===== src/hw/rtl/binaural_panner_filter_chain_assert.svh =====
// Assertion macros for the binaural panner filter chain.
// Expect a clock named clk and a synchronous active-low reset named rst_n in scope.
`ifndef BINAURAL_PANNER_FILTER_CHAIN_ASSERT_SVH
`define BINAURAL_PANNER_FILTER_CHAIN_ASSERT_SVH

// same-cycle implication
`define BPF_ASSERT_NOW(lbl, ante, cons, msg) \
  lbl: assert property (@(posedge clk) disable iff (!rst_n) (ante) |-> (cons)) else $error(msg);

// next-cycle implication
`define BPF_ASSERT_NEXT(lbl, ante, cons, msg) \
  lbl: assert property (@(posedge clk) disable iff (!rst_n) (ante) |=> (cons)) else $error(msg);

`endif


===== src/hw/rtl/bpf_pkg.sv =====
// Shared types, widths and helpers for the binaural panner filter chain.
// No dependencies.
package bpf_pkg;

  localparam int STATE_W         = 32;
  localparam int COEF_W          = 19;
  localparam int GAIN_W          = 17;
  localparam int ITD_W           = 7;
  localparam int CFG_IDX_W       = 3;
  localparam int CFG_DATA_W      = 19;
  localparam int FRAC_W          = 16;
  localparam int PROD_W          = COEF_W + STATE_W;
  localparam int ACC_W           = PROD_W + 2;
  localparam int RES_W           = ACC_W - FRAC_W;
  localparam int DEF_DELAY_DEPTH = 64;
  localparam int DEF_SAMPLE_BITS = 16;

  localparam logic [GAIN_W-1:0] ONE_Q16   = GAIN_W'(65536);
  localparam logic [FRAC_W-1:0] ROUND_LSB = 16'h8000;

  typedef enum logic [CFG_IDX_W-1:0] {
    REG_MODE, REG_LP, REG_B0, REG_B1, REG_A2, REG_GL, REG_GR, REG_ITD
  } cfg_idx_t;

  typedef struct packed {
    logic              mode;
    logic [GAIN_W-1:0] lp;
    logic [COEF_W-1:0] b0;
    logic [COEF_W-1:0] b1;
    logic [COEF_W-1:0] a2;
    logic [GAIN_W-1:0] gl;
    logic [GAIN_W-1:0] gr;
    logic [ITD_W-1:0]  itd;
  } cfg_t;

  typedef struct packed {
    logic load;
    logic acc_en;
    logic sub;
  } mac_ctrl_t;

  function automatic logic [GAIN_W-1:0] clamp_q16(logic [GAIN_W-1:0] v);
    return (v > ONE_Q16) ? ONE_Q16 : v;
  endfunction

  function automatic logic signed [STATE_W-1:0] sat32(logic signed [RES_W-1:0] v);
    if ((&v[RES_W-1:STATE_W-1]) || !(|v[RES_W-1:STATE_W-1]))
      return v[STATE_W-1:0];
    else if (v[RES_W-1])
      return {1'b1, {(STATE_W-1){1'b0}}};
    else
      return {1'b0, {(STATE_W-1){1'b1}}};
  endfunction

endpackage


===== src/hw/rtl/binaural_panner_filter_chain.sv =====
// Binaural panner filter chain top level: sequencer around one shared MAC.
// Depends on bpf_pkg, bpf_cfg, bpf_mac, bpf_ring and the assertion header.
//
//  channel | ports                                   | dir
//  in      | in_valid, in_ready, in_sample_in        | sink
//  out     | out_valid, out_ready, out_left_out,     | source
//          | out_right_out                           |
//  cfg     | cfg_valid, cfg_ready, cfg_index, cfg_data | sink
//
// Each MAC step is a multiply state followed by an accumulate state. Binaural mode runs 14
// steps per item; pan mode runs 2 steps. All steps of an item run in turn on the single
// multiplier. in_ready is high only while idle; a finished item waits in the output
// register, and the next item may be taken meanwhile.
// Reset is synchronous; the delay memory needs no clearing pass.
module binaural_panner_filter_chain
  import bpf_pkg::*;
#(
  parameter int DELAY_DEPTH = DEF_DELAY_DEPTH,
  parameter int SAMPLE_BITS = DEF_SAMPLE_BITS
) (
  input  logic                          clk,
  input  logic                          rst_n,
  input  logic                          in_valid,
  output logic                          in_ready,
  input  logic signed [SAMPLE_BITS-1:0] in_sample_in,
  output logic                          out_valid,
  input  logic                          out_ready,
  output logic signed [SAMPLE_BITS-1:0] out_left_out,
  output logic signed [SAMPLE_BITS-1:0] out_right_out,
  input  logic                          cfg_valid,
  output logic                          cfg_ready,
  input  logic [CFG_IDX_W-1:0]          cfg_index,
  input  logic [CFG_DATA_W-1:0]         cfg_data
);

`include "binaural_panner_filter_chain_assert.svh"

  localparam int SB = SAMPLE_BITS;
  localparam logic signed [ACC_W-1:0]  ROUND_ACC = ACC_W'(32768);
  localparam logic signed [PROD_W:0]   ROUND_BX  = (PROD_W+1)'(32768);

  typedef enum logic [1:0] {ST_IDLE, ST_MUL, ST_ACC, ST_DONE} state_t;
  typedef enum logic [2:0] {OP_LPX, OP_LPZ, OP_B0, OP_B1X, OP_B1Y, OP_A2, OP_GAIN} op_t;

  state_t state_r;
  op_t    op_r;
  op_t    op_nxt;
  logic   ear_r;
  logic   ear_nxt;
  logic   last_step;

  cfg_t   cfg;

  logic signed [SB-1:0]      x_r;
  logic signed [STATE_W-1:0] t_r;
  logic signed [STATE_W-1:0] z_r  [2];
  logic signed [STATE_W-1:0] s0_r [2];
  logic signed [STATE_W-1:0] s1_r [2];
  logic signed [SB-1:0]      y_r  [2];
  logic signed [SB-1:0]      res_r [2];
  logic signed [PROD_W:0]    bx_r;
  logic                      out_valid_r;
  logic signed [SB-1:0]      out_left_r;
  logic signed [SB-1:0]      out_right_r;

  mac_ctrl_t                 mac_ctrl;
  logic signed [COEF_W-1:0]  mac_coef;
  logic signed [STATE_W-1:0] mac_opnd;
  logic signed [ACC_W-1:0]   mac_bias;
  logic signed [PROD_W-1:0]  mac_prod;
  logic signed [RES_W-1:0]   mac_res;
  logic                      load_sel;
  logic                      sub_sel;

  logic                      ring_rd_en;
  logic                      ring_wr_en;
  logic [ITD_W-1:0]          itd_mag;
  logic [2*SB-1:0]           ring_rd;
  logic                      left_dly;
  logic                      right_dly;
  logic signed [SB-1:0]      v_left;
  logic signed [SB-1:0]      v_right;
  logic signed [SB-1:0]      smp_sat;
  logic signed [STATE_W-1:0] st_sat;
  logic                      in_acc;

  bpf_cfg u_cfg (
    .clk       (clk),
    .rst_n     (rst_n),
    .cfg_valid (cfg_valid),
    .cfg_ready (cfg_ready),
    .cfg_index (cfg_index),
    .cfg_data  (cfg_data),
    .cfg       (cfg)
  );

  bpf_mac u_mac (
    .clk  (clk),
    .ctrl (mac_ctrl),
    .coef (mac_coef),
    .opnd (mac_opnd),
    .bias (mac_bias),
    .prod (mac_prod),
    .res  (mac_res)
  );

  bpf_ring #(
    .DELAY_DEPTH (DELAY_DEPTH),
    .SAMPLE_BITS (SAMPLE_BITS)
  ) u_ring (
    .clk     (clk),
    .rst_n   (rst_n),
    .rd_en   (ring_rd_en),
    .rd_mag  (itd_mag),
    .wr_en   (ring_wr_en),
    .wr_data ({y_r[1], y_r[0]}),
    .rd_data (ring_rd)
  );

  assign in_ready      = (state_r == ST_IDLE);
  assign in_acc        = in_valid && in_ready;
  assign out_valid     = out_valid_r;
  assign out_left_out  = out_left_r;
  assign out_right_out = out_right_r;

  // positive delay holds back the left ear, negative the right
  assign right_dly  = cfg.itd[ITD_W-1];
  assign left_dly   = !cfg.itd[ITD_W-1] && (|cfg.itd);
  assign itd_mag    = right_dly ? ITD_W'(-$signed(cfg.itd)) : cfg.itd;
  assign ring_rd_en = in_acc && cfg.mode;
  assign ring_wr_en = (state_r == ST_ACC) && (op_r == OP_GAIN) && !ear_r && cfg.mode;

  assign v_left  = !cfg.mode ? x_r : (left_dly  ? ring_rd[SB-1:0]    : y_r[0]);
  assign v_right = !cfg.mode ? x_r : (right_dly ? ring_rd[2*SB-1:SB] : y_r[1]);

  assign st_sat = sat32(mac_res);

  always_comb begin
    if ((&mac_res[RES_W-1:SB-1]) || !(|mac_res[RES_W-1:SB-1]))
      smp_sat = mac_res[SB-1:0];
    else if (mac_res[RES_W-1])
      smp_sat = {1'b1, {(SB-1){1'b0}}};
    else
      smp_sat = {1'b0, {(SB-1){1'b1}}};
  end

  always_comb begin
    mac_coef = '0;
    mac_opnd = '0;
    mac_bias = ROUND_ACC;
    load_sel = 1'b1;
    sub_sel  = 1'b0;
    unique case (op_r)
      OP_LPX: begin
        mac_coef = {2'b00, cfg.lp};
        mac_opnd = STATE_W'(x_r);
      end
      OP_LPZ: begin
        mac_coef = COEF_W'(ONE_Q16) - {2'b00, cfg.lp};
        mac_opnd = z_r[ear_r];
        load_sel = 1'b0;
      end
      OP_B0: begin
        mac_coef = cfg.b0;
        mac_opnd = t_r;
        mac_bias = ACC_W'($signed({s0_r[ear_r], ROUND_LSB}));
      end
      OP_B1X: begin
        mac_coef = cfg.b1;
        mac_opnd = t_r;
        mac_bias = ACC_W'($signed({s1_r[ear_r], ROUND_LSB}));
      end
      OP_B1Y: begin
        mac_coef = cfg.b1;
        mac_opnd = STATE_W'(y_r[ear_r]);
        load_sel = 1'b0;
        sub_sel  = 1'b1;
      end
      OP_A2: begin
        mac_coef = cfg.a2;
        mac_opnd = STATE_W'(y_r[ear_r]);
        mac_bias = ACC_W'(bx_r);
        sub_sel  = 1'b1;
      end
      OP_GAIN: begin
        mac_coef = ear_r ? {2'b00, cfg.gr} : {2'b00, cfg.gl};
        mac_opnd = ear_r ? STATE_W'(v_right) : STATE_W'(v_left);
      end
      default: ;
    endcase
    mac_ctrl.load   = (state_r == ST_MUL) && load_sel;
    mac_ctrl.acc_en = (state_r == ST_ACC);
    mac_ctrl.sub    = sub_sel;
  end

  always_comb begin
    op_nxt    = op_r;
    ear_nxt   = ear_r;
    last_step = 1'b0;
    unique case (op_r)
      OP_LPX:  op_nxt = OP_LPZ;
      OP_LPZ:  op_nxt = OP_B0;
      OP_B0:   op_nxt = OP_B1X;
      OP_B1X:  op_nxt = OP_B1Y;
      OP_B1Y:  op_nxt = OP_A2;
      OP_A2: begin
        op_nxt  = ear_r ? OP_GAIN : OP_LPX;
        ear_nxt = !ear_r;
      end
      OP_GAIN: begin
        ear_nxt   = 1'b1;
        last_step = ear_r;
      end
      default: ;
    endcase
  end

  always_ff @(posedge clk) begin
    if (!rst_n) begin
      state_r     <= ST_IDLE;
      op_r        <= OP_LPX;
      ear_r       <= 1'b0;
      out_valid_r <= 1'b0;
      for (int e = 0; e < 2; e++) begin
        z_r[e]  <= '0;
        s0_r[e] <= '0;
        s1_r[e] <= '0;
      end
    end else begin
      unique case (state_r)
        ST_IDLE: begin
          if (in_valid) begin
            x_r     <= in_sample_in;
            op_r    <= cfg.mode ? OP_LPX : OP_GAIN;
            ear_r   <= 1'b0;
            state_r <= ST_MUL;
          end
        end
        ST_MUL: state_r <= ST_ACC;
        ST_ACC: begin
          case (op_r)
            OP_LPZ: begin
              z_r[ear_r] <= st_sat;
              t_r        <= st_sat;
            end
            OP_B0: begin
              y_r[ear_r] <= smp_sat;
              bx_r       <= (PROD_W+1)'(mac_prod) + ROUND_BX;
            end
            OP_B1Y:  s0_r[ear_r]  <= st_sat;
            OP_A2:   s1_r[ear_r]  <= st_sat;
            OP_GAIN: res_r[ear_r] <= smp_sat;
            default: ;
          endcase
          op_r    <= op_nxt;
          ear_r   <= ear_nxt;
          state_r <= last_step ? ST_DONE : ST_MUL;
        end
        ST_DONE: begin
          if (!out_valid_r || out_ready) begin
            out_left_r  <= res_r[0];
            out_right_r <= res_r[1];
            state_r     <= ST_IDLE;
          end
        end
        default: state_r <= ST_IDLE;
      endcase
      if ((state_r == ST_DONE) && (!out_valid_r || out_ready)) begin
        out_valid_r <= 1'b1;
      end else if (out_ready) begin
        out_valid_r <= 1'b0;
      end
    end
  end

  `BPF_ASSERT_NEXT(a_busy_after_item, in_valid && in_ready, !in_ready, "ready after item taken")
  `BPF_ASSERT_NEXT(a_ring_one_write, ring_wr_en, !ring_wr_en, "ring written twice in a row")
  `BPF_ASSERT_NEXT(a_done_delivers, (state_r == ST_DONE) && (!out_valid_r || out_ready), out_valid_r && in_ready, "finished item not delivered")
  `BPF_ASSERT_NOW(a_ring_wr_binaural, ring_wr_en, cfg.mode && (state_r == ST_ACC), "ring written outside binaural step")

endmodule


===== src/hw/rtl/bpf_cfg.sv =====
// Configuration register file for the binaural panner filter chain.
// Depends on bpf_pkg.
module bpf_cfg
  import bpf_pkg::*;
(
  input  logic                  clk,
  input  logic                  rst_n,
  input  logic                  cfg_valid,
  output logic                  cfg_ready,
  input  logic [CFG_IDX_W-1:0]  cfg_index,
  input  logic [CFG_DATA_W-1:0] cfg_data,
  output cfg_t                  cfg
);

  cfg_t cfg_r;

  assign cfg_ready = 1'b1;
  assign cfg       = cfg_r;

  always_ff @(posedge clk) begin
    if (!rst_n) begin
      cfg_r.mode <= 1'b1;
      cfg_r.lp   <= ONE_Q16;
      cfg_r.b0   <= COEF_W'(65536);
      cfg_r.b1   <= '0;
      cfg_r.a2   <= '0;
      cfg_r.gl   <= ONE_Q16;
      cfg_r.gr   <= ONE_Q16;
      cfg_r.itd  <= '0;
    end else if (cfg_valid) begin
      unique case (cfg_idx_t'(cfg_index))
        REG_MODE: cfg_r.mode <= cfg_data[0];
        REG_LP:   cfg_r.lp   <= clamp_q16(cfg_data[GAIN_W-1:0]);
        REG_B0:   cfg_r.b0   <= cfg_data[COEF_W-1:0];
        REG_B1:   cfg_r.b1   <= cfg_data[COEF_W-1:0];
        REG_A2:   cfg_r.a2   <= cfg_data[COEF_W-1:0];
        REG_GL:   cfg_r.gl   <= clamp_q16(cfg_data[GAIN_W-1:0]);
        REG_GR:   cfg_r.gr   <= clamp_q16(cfg_data[GAIN_W-1:0]);
        REG_ITD:  cfg_r.itd  <= cfg_data[ITD_W-1:0];
        default: ;
      endcase
    end
  end

endmodule


===== src/hw/rtl/bpf_mac.sv =====
// Shared multiply-accumulate unit: registered product, then accumulate.
// Depends on bpf_pkg.
module bpf_mac
  import bpf_pkg::*;
(
  input  logic                      clk,
  input  mac_ctrl_t                 ctrl,
  input  logic signed [COEF_W-1:0]  coef,
  input  logic signed [STATE_W-1:0] opnd,
  input  logic signed [ACC_W-1:0]   bias,
  output logic signed [PROD_W-1:0]  prod,
  output logic signed [RES_W-1:0]   res
);

  logic signed [PROD_W-1:0] prod_r;
  logic signed [ACC_W-1:0]  acc_r;
  logic signed [ACC_W-1:0]  acc_nxt;
  logic signed [ACC_W-1:0]  prod_ext;

  assign prod_ext = ACC_W'(prod_r);
  assign acc_nxt  = ctrl.sub ? (acc_r - prod_ext) : (acc_r + prod_ext);
  assign prod     = prod_r;
  assign res      = acc_nxt[ACC_W-1:FRAC_W];

  always_ff @(posedge clk) begin
    prod_r <= coef * opnd;
    if (ctrl.load) begin
      acc_r <= bias;
    end else if (ctrl.acc_en) begin
      acc_r <= acc_nxt;
    end
  end

endmodule


===== src/hw/rtl/bpf_ring.sv =====
// Interaural delay memory, both ears in one word, with a fill count.
// Depends on bpf_pkg.
module bpf_ring
  import bpf_pkg::*;
#(
  parameter int DELAY_DEPTH = DEF_DELAY_DEPTH,
  parameter int SAMPLE_BITS = DEF_SAMPLE_BITS
) (
  input  logic                     clk,
  input  logic                     rst_n,
  input  logic                     rd_en,
  input  logic [ITD_W-1:0]         rd_mag,
  input  logic                     wr_en,
  input  logic [2*SAMPLE_BITS-1:0] wr_data,
  output logic [2*SAMPLE_BITS-1:0] rd_data
);

  localparam int AW    = $clog2(DELAY_DEPTH);
  localparam int CNT_W = $clog2(DELAY_DEPTH + 1);
  localparam int CMP_W = CNT_W + ITD_W;
  localparam logic [CMP_W-1:0] DEPTH_CMP = CMP_W'(DELAY_DEPTH);
  localparam logic [CNT_W:0]   DEPTH_SUM = (CNT_W+1)'(DELAY_DEPTH);
  localparam logic [CNT_W-1:0] DEPTH_CNT = CNT_W'(DELAY_DEPTH);
  localparam logic [AW-1:0]    LAST_IDX  = AW'(DELAY_DEPTH - 1);

  logic [2*SAMPLE_BITS-1:0] mem [DELAY_DEPTH];
  logic [2*SAMPLE_BITS-1:0] q_r;
  logic                     hit_r;
  logic [AW-1:0]            wr_ptr_r;
  logic [CNT_W-1:0]         fill_r;
  logic [CMP_W-1:0]         mag_ext;
  logic [CNT_W-1:0]         dly_len;
  logic [CNT_W:0]           sum;
  logic [AW-1:0]            raddr;

  assign mag_ext = CMP_W'(rd_mag);
  assign dly_len = (mag_ext > DEPTH_CMP) ? DEPTH_CNT : mag_ext[CNT_W-1:0];
  assign sum     = (CNT_W+1)'(wr_ptr_r) + DEPTH_SUM - (CNT_W+1)'(dly_len);
  assign raddr   = (sum >= DEPTH_SUM) ? AW'(sum - DEPTH_SUM) : AW'(sum);
  assign rd_data = hit_r ? q_r : '0;

  always_ff @(posedge clk) begin
    if (wr_en) begin
      mem[wr_ptr_r] <= wr_data;
    end
    if (rd_en) begin
      q_r <= mem[raddr];
    end
  end

  always_ff @(posedge clk) begin
    if (!rst_n) begin
      wr_ptr_r <= '0;
      fill_r   <= '0;
      hit_r    <= 1'b0;
    end else begin
      if (rd_en) begin
        hit_r <= (dly_len <= fill_r);
      end
      if (wr_en) begin
        wr_ptr_r <= (wr_ptr_r == LAST_IDX) ? '0 : wr_ptr_r + 1'b1;
        if (fill_r != DEPTH_CNT) begin
          fill_r <= fill_r + 1'b1;
        end
      end
    end
  end

endmodule

===== config.mk =====
export PLATFORM = sky130hd
export DESIGN_NAME = binaural_panner_filter_chain
export DESIGN_NICKNAME = d
export VERILOG_FILES = /design/src/hw/rtl/bpf_pkg.sv /design/src/hw/rtl/binaural_panner_filter_chain.sv /design/src/hw/rtl/bpf_cfg.sv /design/src/hw/rtl/bpf_mac.sv /design/src/hw/rtl/bpf_ring.sv
export VERILOG_INCLUDE_DIRS = /design/src /design/src/hw/rtl
export SDC_FILE = /design/constraint.sdc
export NUM_CORES = 2
export LEC_CHECK = 0
export ABC_AREA = 0
export BUFFER_PORTS_ARGS = -buffer_cell sky130_fd_sc_hd__buf_2
export CAP_MARGIN = 20
export CELL_PAD_IN_SITES_DETAIL_PLACEMENT = 1
export CELL_PAD_IN_SITES_GLOBAL_PLACEMENT = 1
export CORE_MARGIN = 10
export CORE_UTILIZATION = 45
export CTS_BUF_LIST = sky130_fd_sc_hd__clkbuf_8
export CTS_CLUSTER_DIAMETER = 60
export DETAILED_ROUTE_END_ITERATION = 10
export PLACE_DENSITY = 0.8
export SYNTH_ARGS = -nofsm -noshare
export SYNTH_HDL_FRONTEND = slang
export SYNTH_HIERARCHICAL = 1
export SYNTH_SLANG_ARGS = --single-unit

===== constraint.sdc =====
create_clock -name clk -period 8.9 [get_ports clk]
set_input_delay 1.335 -clock clk [delete_from_list [all_inputs] [get_ports clk]]
set_output_delay 1.335 -clock clk [all_outputs]
set_load 0.02 [all_outputs]

After elaboration in Yosys (flattened, before gate mapping):

Memories as Yosys holds them, arrays and structs flattened. A register that Yosys moved wholly into a read port is not among the register bits.
Index checks and enable logic that the tools add are counted.

* register bits after elaboration: 341
* bits in writable memories: 2304
* bits of input ports: 43
* output and inout port bits: 35
* word-level logic and storage cells: 192
* memories: 6

* $add $sub $neg: 10
* $mul: 1
* magnitude comparators: 4
* eq/ne operators: 22
* mux-type cells: 79
* reductions and logical operators: 50

Memory list
* u_ring.mem: depth 64, bits a word 32, read ports 1, clocked after memory_dff 1, write ports 1, line bpf_ring.sv:26 `logic [2*SAMPLE_BITS-1:0] mem [DELAY_DEPTH];`
* s0_r: depth 2, bits a word 32, read ports 1, clocked after memory_dff 1, write ports 2, line binaural_panner_filter_chain.sv:57 `logic signed [STATE_W-1:0] s0_r [2];`
* s1_r: depth 2, bits a word 32, read ports 1, clocked after memory_dff 1, write ports 2, line binaural_panner_filter_chain.sv:58 `logic signed [STATE_W-1:0] s1_r [2];`
* z_r: depth 2, bits a word 32, read ports 1, clocked after memory_dff 1, write ports 2, line binaural_panner_filter_chain.sv:56 `logic signed [STATE_W-1:0] z_r [2];`
* res_r: depth 2, bits a word 16, read ports 2, clocked after memory_dff 2, write ports 1, line binaural_panner_filter_chain.sv:60 `logic signed [SB-1:0] res_r [2];`
* y_r: depth 2, bits a word 16, read ports 3, clocked after memory_dff 1, write ports 1, line binaural_panner_filter_chain.sv:59 `logic signed [SB-1:0] y_r [2];`

Operators by type and width (number)
* 32-bit two-way mux: 7
* 32-bit case mux with 5 select lines: 1
* 53-bit two-way mux: 3
* 53-bit case mux with 3 select lines: 1
* 19-bit case mux with 6 select lines: 1
* 16-bit two-way mux: 6
* 32-bit OR reduction: 3
* 53-bit by 51-bit adder with 53-bit output: 1
* 53-bit by 51-bit subtractor with 53-bit output: 1
* 51-bit by 17-bit adder with 52-bit output, second input constant: 1
* 19-bit by 32-bit multiplier with 51-bit output: 1
* 1-bit two-way mux: 43
* 17-bit two-way mux: 2
* 22-bit AND reduction: 1
* 22-bit OR reduction: 1
* 3-bit == test, second input constant: 7
* 2-bit AND reduction: 10
* 3-bit case mux with 6 select lines: 1
* 3-bit AND reduction: 6
* 17-bit by 17-bit subtractor with 18-bit output, first input constant: 1
* 17-bit > comparator, second input constant: 1
* 7-bit two-way mux: 2
* 3-bit by 2-bit == test with 1-bit output, second input constant: 4
* 6-bit two-way mux: 2
* 32 further kinds: 59

Longest topological paths before layout:

* depth after elaboration: 9
* gate-level depth with buffers: 34
* depth with buffers taken out: 31

By module:

Netlist, hierarchy kept.

By module, submodules not included
* bpf_ring: times used 1, cells each 3633, area an instance 80968.9 sq um, seq. area each 62740.2 sq um
* bpf_mac: times used 1, cells each 3077, area an instance 28005.6 sq um, seq. area each 2612.5 sq um
* binaural_panner_filter_chain: times used 1, cells each 1596, area an instance 19371.1 sq um, seq. area each 11811.3 sq um
* bpf_cfg: times used 1, cells each 425, area an instance 4406.7 sq um, seq. area each 2322.2 sq um

Least setup slack after synthesis:

No wires, ideal clock.

* path type: reg2reg
* start point: memory y_r[0][15] (netlist bit)
* end point: register u_mac.prod_r[49], in the netlist u_mac/prod[49]
* arrival: 8.474 ns
* required time: 8.773 ns
* setup slack: 0.299 ns
* cell stages (with the launch flop): 28
* buffers on the path: 3
* path through: edfxtp_1 > mux2i_1 > o211ai_1 > a211oi_2 > clkbuf_1 > o21ai_0 > clkbuf_1 > clkbuf_1 > nand2_1 > fa_1 > fa_1 > fa_1 > inv_1 > fa_1 > fa_1 > fa_1 > ha_1 > ha_1 > and4_1 > nor2b_1 > o41ai_1 > a2bb2oi_1 > o21ai_0 > a2111oi_2 > o21ai_0 > a221oi_2 > o21ai_0 > xor2_1

RTL lines
* from (decl): line binaural_panner_filter_chain.sv:59
* to (signal assigned): line bpf_mac.sv:26 `prod_r <= coef * opnd;`
* to (decl): line bpf_mac.sv:15 `logic signed [PROD_W-1:0] prod_r;`

Worst setup path after layout:

* start point: register op_r[0]
* end point: register u_mac.prod_r[48], in the netlist u_mac/prod[48]

* longest elaborated chain between the ends: 4
* elaborated cells on any way between the ends: 13

Ends and longest elaborated chain
* from (decl): line binaural_panner_filter_chain.sv:46 `op_t op_r;`
* from (signal assigned): line binaural_panner_filter_chain.sv:234 `op_r <= cfg.mode ? OP_LPX : OP_GAIN;`
* from (signal assigned): line binaural_panner_filter_chain.sv:255 `op_r <= op_nxt;`
* 3-bit == test or 3-bit by 2-bit == test with 1-bit output (tied branches): line binaural_panner_filter_chain.sv:153 `unique case (op_r)`
* 2-bit OR reduction (no line)
* 19-bit case mux with 6 select lines (*): line binaural_panner_filter_chain.sv:153
* named net mac_coef[18]: line binaural_panner_filter_chain.sv:67 `logic signed [COEF_W-1:0] mac_coef;`
* 19-bit by 32-bit multiplier with 51-bit output (*): line bpf_mac.sv:26

Mark *: on every way through the listed nets, which the timed path passes. The rest lies on a longest branch.
A chain may end at the register's enable or synchronous reset.

==> metrics <==
initial antenna violation count 29; Worst slew margin 20.2%; num ports 78; layout net count 9979; gr ovfl total 0; Post-Place Cell Area 140000 um^2; Synth Cell Area 133000 um^2; sw frac 33.7%; wire length on met3 35800 um; hpwl dp 258000 um; first-pass GRT wire length 605000 um; most frequent cells in the layout edfxtp_1, nand2_1, inv_1; Worst R2R End u_mac/prod[48]; Core Util, Final 50.3%; pre-CTS WS -0.223 ns; HP Start res_r[0][2]; die height 563 um; Hold Crit Class reg2reg; Core Area 294000 um^2; Non-Filler Instances 13400; yosys warns 6; worst setup path category reg2reg; Vias/cell 6.06; Starting Density 45.2%; worst path required time 9.83 ns; worst reg-to-reg setup slack 0.28 ns; Mean Syn Cell Area 15.2 um^2; Die X 563 um; hold buffer count at cts 0; Post-Synthesis Cells 8731; Period minus WS final 8.62 ns; final setup fails 0; post-route ant nets 0; max_cap viols 0; Final Wtd Congestion 0.926; fin crit share 96.8%; Hold Path Depth 0; drt pass-1 iters 6; Die ar. 317000 um^2; Seq pwr share 45.0%; Startpoint Class register; fmax 116 MHz; Port-buffer cells 76; Reg2Reg Depth 26; clock share of power 29.8%; Area Growth Syn to Fin 11.3%; Hold Worst Slack 0.415 ns; Routed WL per cell 30.8 um; Crit path arrival time 9.55 ns; clock root buffer master clkbuf_8; Setup TNS 0 ns; EDFF count, synth 2521; Seq cells post-synth 2710; final WL 413000 um; endpoints failing hold 0; GRT Total Usage 25.5%; Seq/Total Area, Yosys 59.9%; Top Metal Used met5; metal1 wirelength 149000 um; Max IR drop VDD 0.363 mV; vias in the first global route 87800; crit-path max FO 24; Mapped Nets 9579; CTS buffer count 410; Residual DRC 0; Async SR Flop Fraction 0%; Synth cell types 101; largest net degree at the start of global routing 117; design area 148000 um^2; WHS Endpoint out_left_out[2]; layout cells sized above 1 19.6%; clock-pin slew on the worst setup and hold paths 0.06 ns; outcome finished, final reports clean; Site Rows 199; worst skew pair latency 1.09 ns; reg-to-reg startpoint op_r[0]; met2 wire length 202000 um; CP Capture Type register; Least-Margin Pin Slew 1.19 ns; H-tree depth 5; commonest non-fill, non-tap cell in the layout edfxtp_1; Overall Power 33.0 mW; initial drt markers 9757; # fillers 28500; Max Slew Vio Count 0; final worst clock skew 0.174 ns; Post-Place Cells 12600; CTS tree done; most used flip-flop cell after synthesis edfxtp_1; clock buffer depth 4; DR vias 81100; post-route setup slack 0.282 ns; clock sinks 2710; leakage power 53.6 nW; Psw 11.1 mW; Logic pwr share 25.2%; Int Pwr 21.8 mW; P per Cell Area 223 nW/um^2
==> registers in the layout (all words and copies together), names as in the netlist, 2 cells and up, named ones only <==
name and flops:
y_r 32, u_ring/q_r 32, t_r 32, op_r 3, u_cfg/cfg 116, x_r 16, res_r 32, z_r 64
u_mac/acc_r 53, bx_r 52, s1_r 64, out_right_out 16, out_left_out 16, u_ring/mem 2048, u_ring/wr_ptr_r 6, s0_r 64
state_r 2, u_ring/fill_r 7, u_mac/prod 51
==> power groups by stage <==
stage	registers [mW]	logic (mW)	clock network, mW
finish	14.8	8.30	9.81
global route	14.8	8.84	10.5
CTS	14.8	8.09	9.94
detailed placement	15.1	8.02	0
global placement	15.1	7.73	0
floorplan	14.9	5.13	0
==> cells in the mapped netlist, types with 41 or more instances <==
master,number,area share [%]
mux2i_1,280,2.1
a21oi_1,337,1.3
o21ai_0,123,0.46
ha_1,213,2.0
buf_2,106,0.40
xnor2_1,161,1.1
mux2_2,41,0.35
nand4_1,48,0.23
nand3_1,148,0.56
o22ai_1,55,0.26
nor3_1,44,0.17
clkbuf_1,320,0.90
xor2_1,43,0.28
dfxtp_1,189,2.9
a211oi_1,44,0.25
nor2_1,238,0.67
nand2_1,920,2.6
edfxtp_1,2521,57
mux4_2,577,9.8
a21o_1,57,0.32
and2_1,346,1.6
inv_1,638,1.8
fa_1,592,8.9
==> area by class of cell <==
type	instances	area, um^2	share of cell area (%)
diodes	15	37.5	0.0254
clock buffers	421	5790	3.92
clock inverters	313	1680	1.14
inverters	640	2400	1.63
multi-input cells	4890	49600	33.5
flip-flops and latches	2710	79500	53.8
well taps	3919	4900	3.32
repair buffers	479	3890	2.63
==> worst max-delay path, stage by stage, from the launching register on <==
cell       delay (ns)
dfxtp_2          0.41
buf_12           0.21
nor3b_1          0.21
buf_4            0.23
o211ai_1         0.15
a21oi_1          0.71
inv_1            0.45
buf_4            0.34
nor2_1           0.16
fa_1             0.44
fa_1             0.46
fa_1             0.57
fa_1             0.49
fa_1             0.52
fa_1             0.43
ha_1             0.29
ha_1             0.36
and4_1           0.22
and3_1           0.20
nand2_1          0.10
a31oi_2          0.14
nor4b_4          0.39
a211oi_4         0.12
o2111ai_2        0.25
a31oi_1          0.14
or4_1            0.42
nand4_1          0.09
==> worst max path at each step <==
stage | startpoint | endpoint | slack (ns) | depth (start not counted)
final | op_r[0] | u_mac/prod[48] | 0.28 | 26
after global routing | op_r[1] | u_mac/prod[30] | -0.04 | 30
after global placement | y_r[1][15] | u_mac/prod[49] | -0.18 | 29
after CTS | op_r[0] | u_mac/prod[49] | 0.006 | 26
after floorplan | y_r[0][15] | u_mac/prod[49] | 0.30 | 27
after detailed placement | op_r[2] | u_mac/prod[49] | -0.22 | 31
==> cell families (layout without fill, tap and decap cells) <==
kind of cell	after synthesis	count (layout)	share of synthesized area [%]
simple gates	2023	2023	7.50
other cells	1	16	0.00282
flops	2710	2710	59.9
compound gates	956	956	4.61
xor+xnor	206	206	1.37
mux	899	899	12.3
buf+inv	1131	1853	3.45
fa+ha+maj	805	805	10.9
==> what timing repair did <==
action	in CTS	in global routing
setup buffers	1	4
gates resized for setup	7	24
setup endpoints to repair	6	11
cloned	0	1
pin swaps	0	12
==> per-layer routing <==
| layer | vias up | global-route usage [%] |
|---|---|---|
| met5 | - | 0 |
| met4 | 2 | 13.4 |
| met3 | 1159 | 4.64 |
| met2 | 4668 | 42.7 |
| met1 | 42300 | 31.8 |
| li1 | 33000 | - |
No activity file was read; power rests on OpenSTA's default activity.
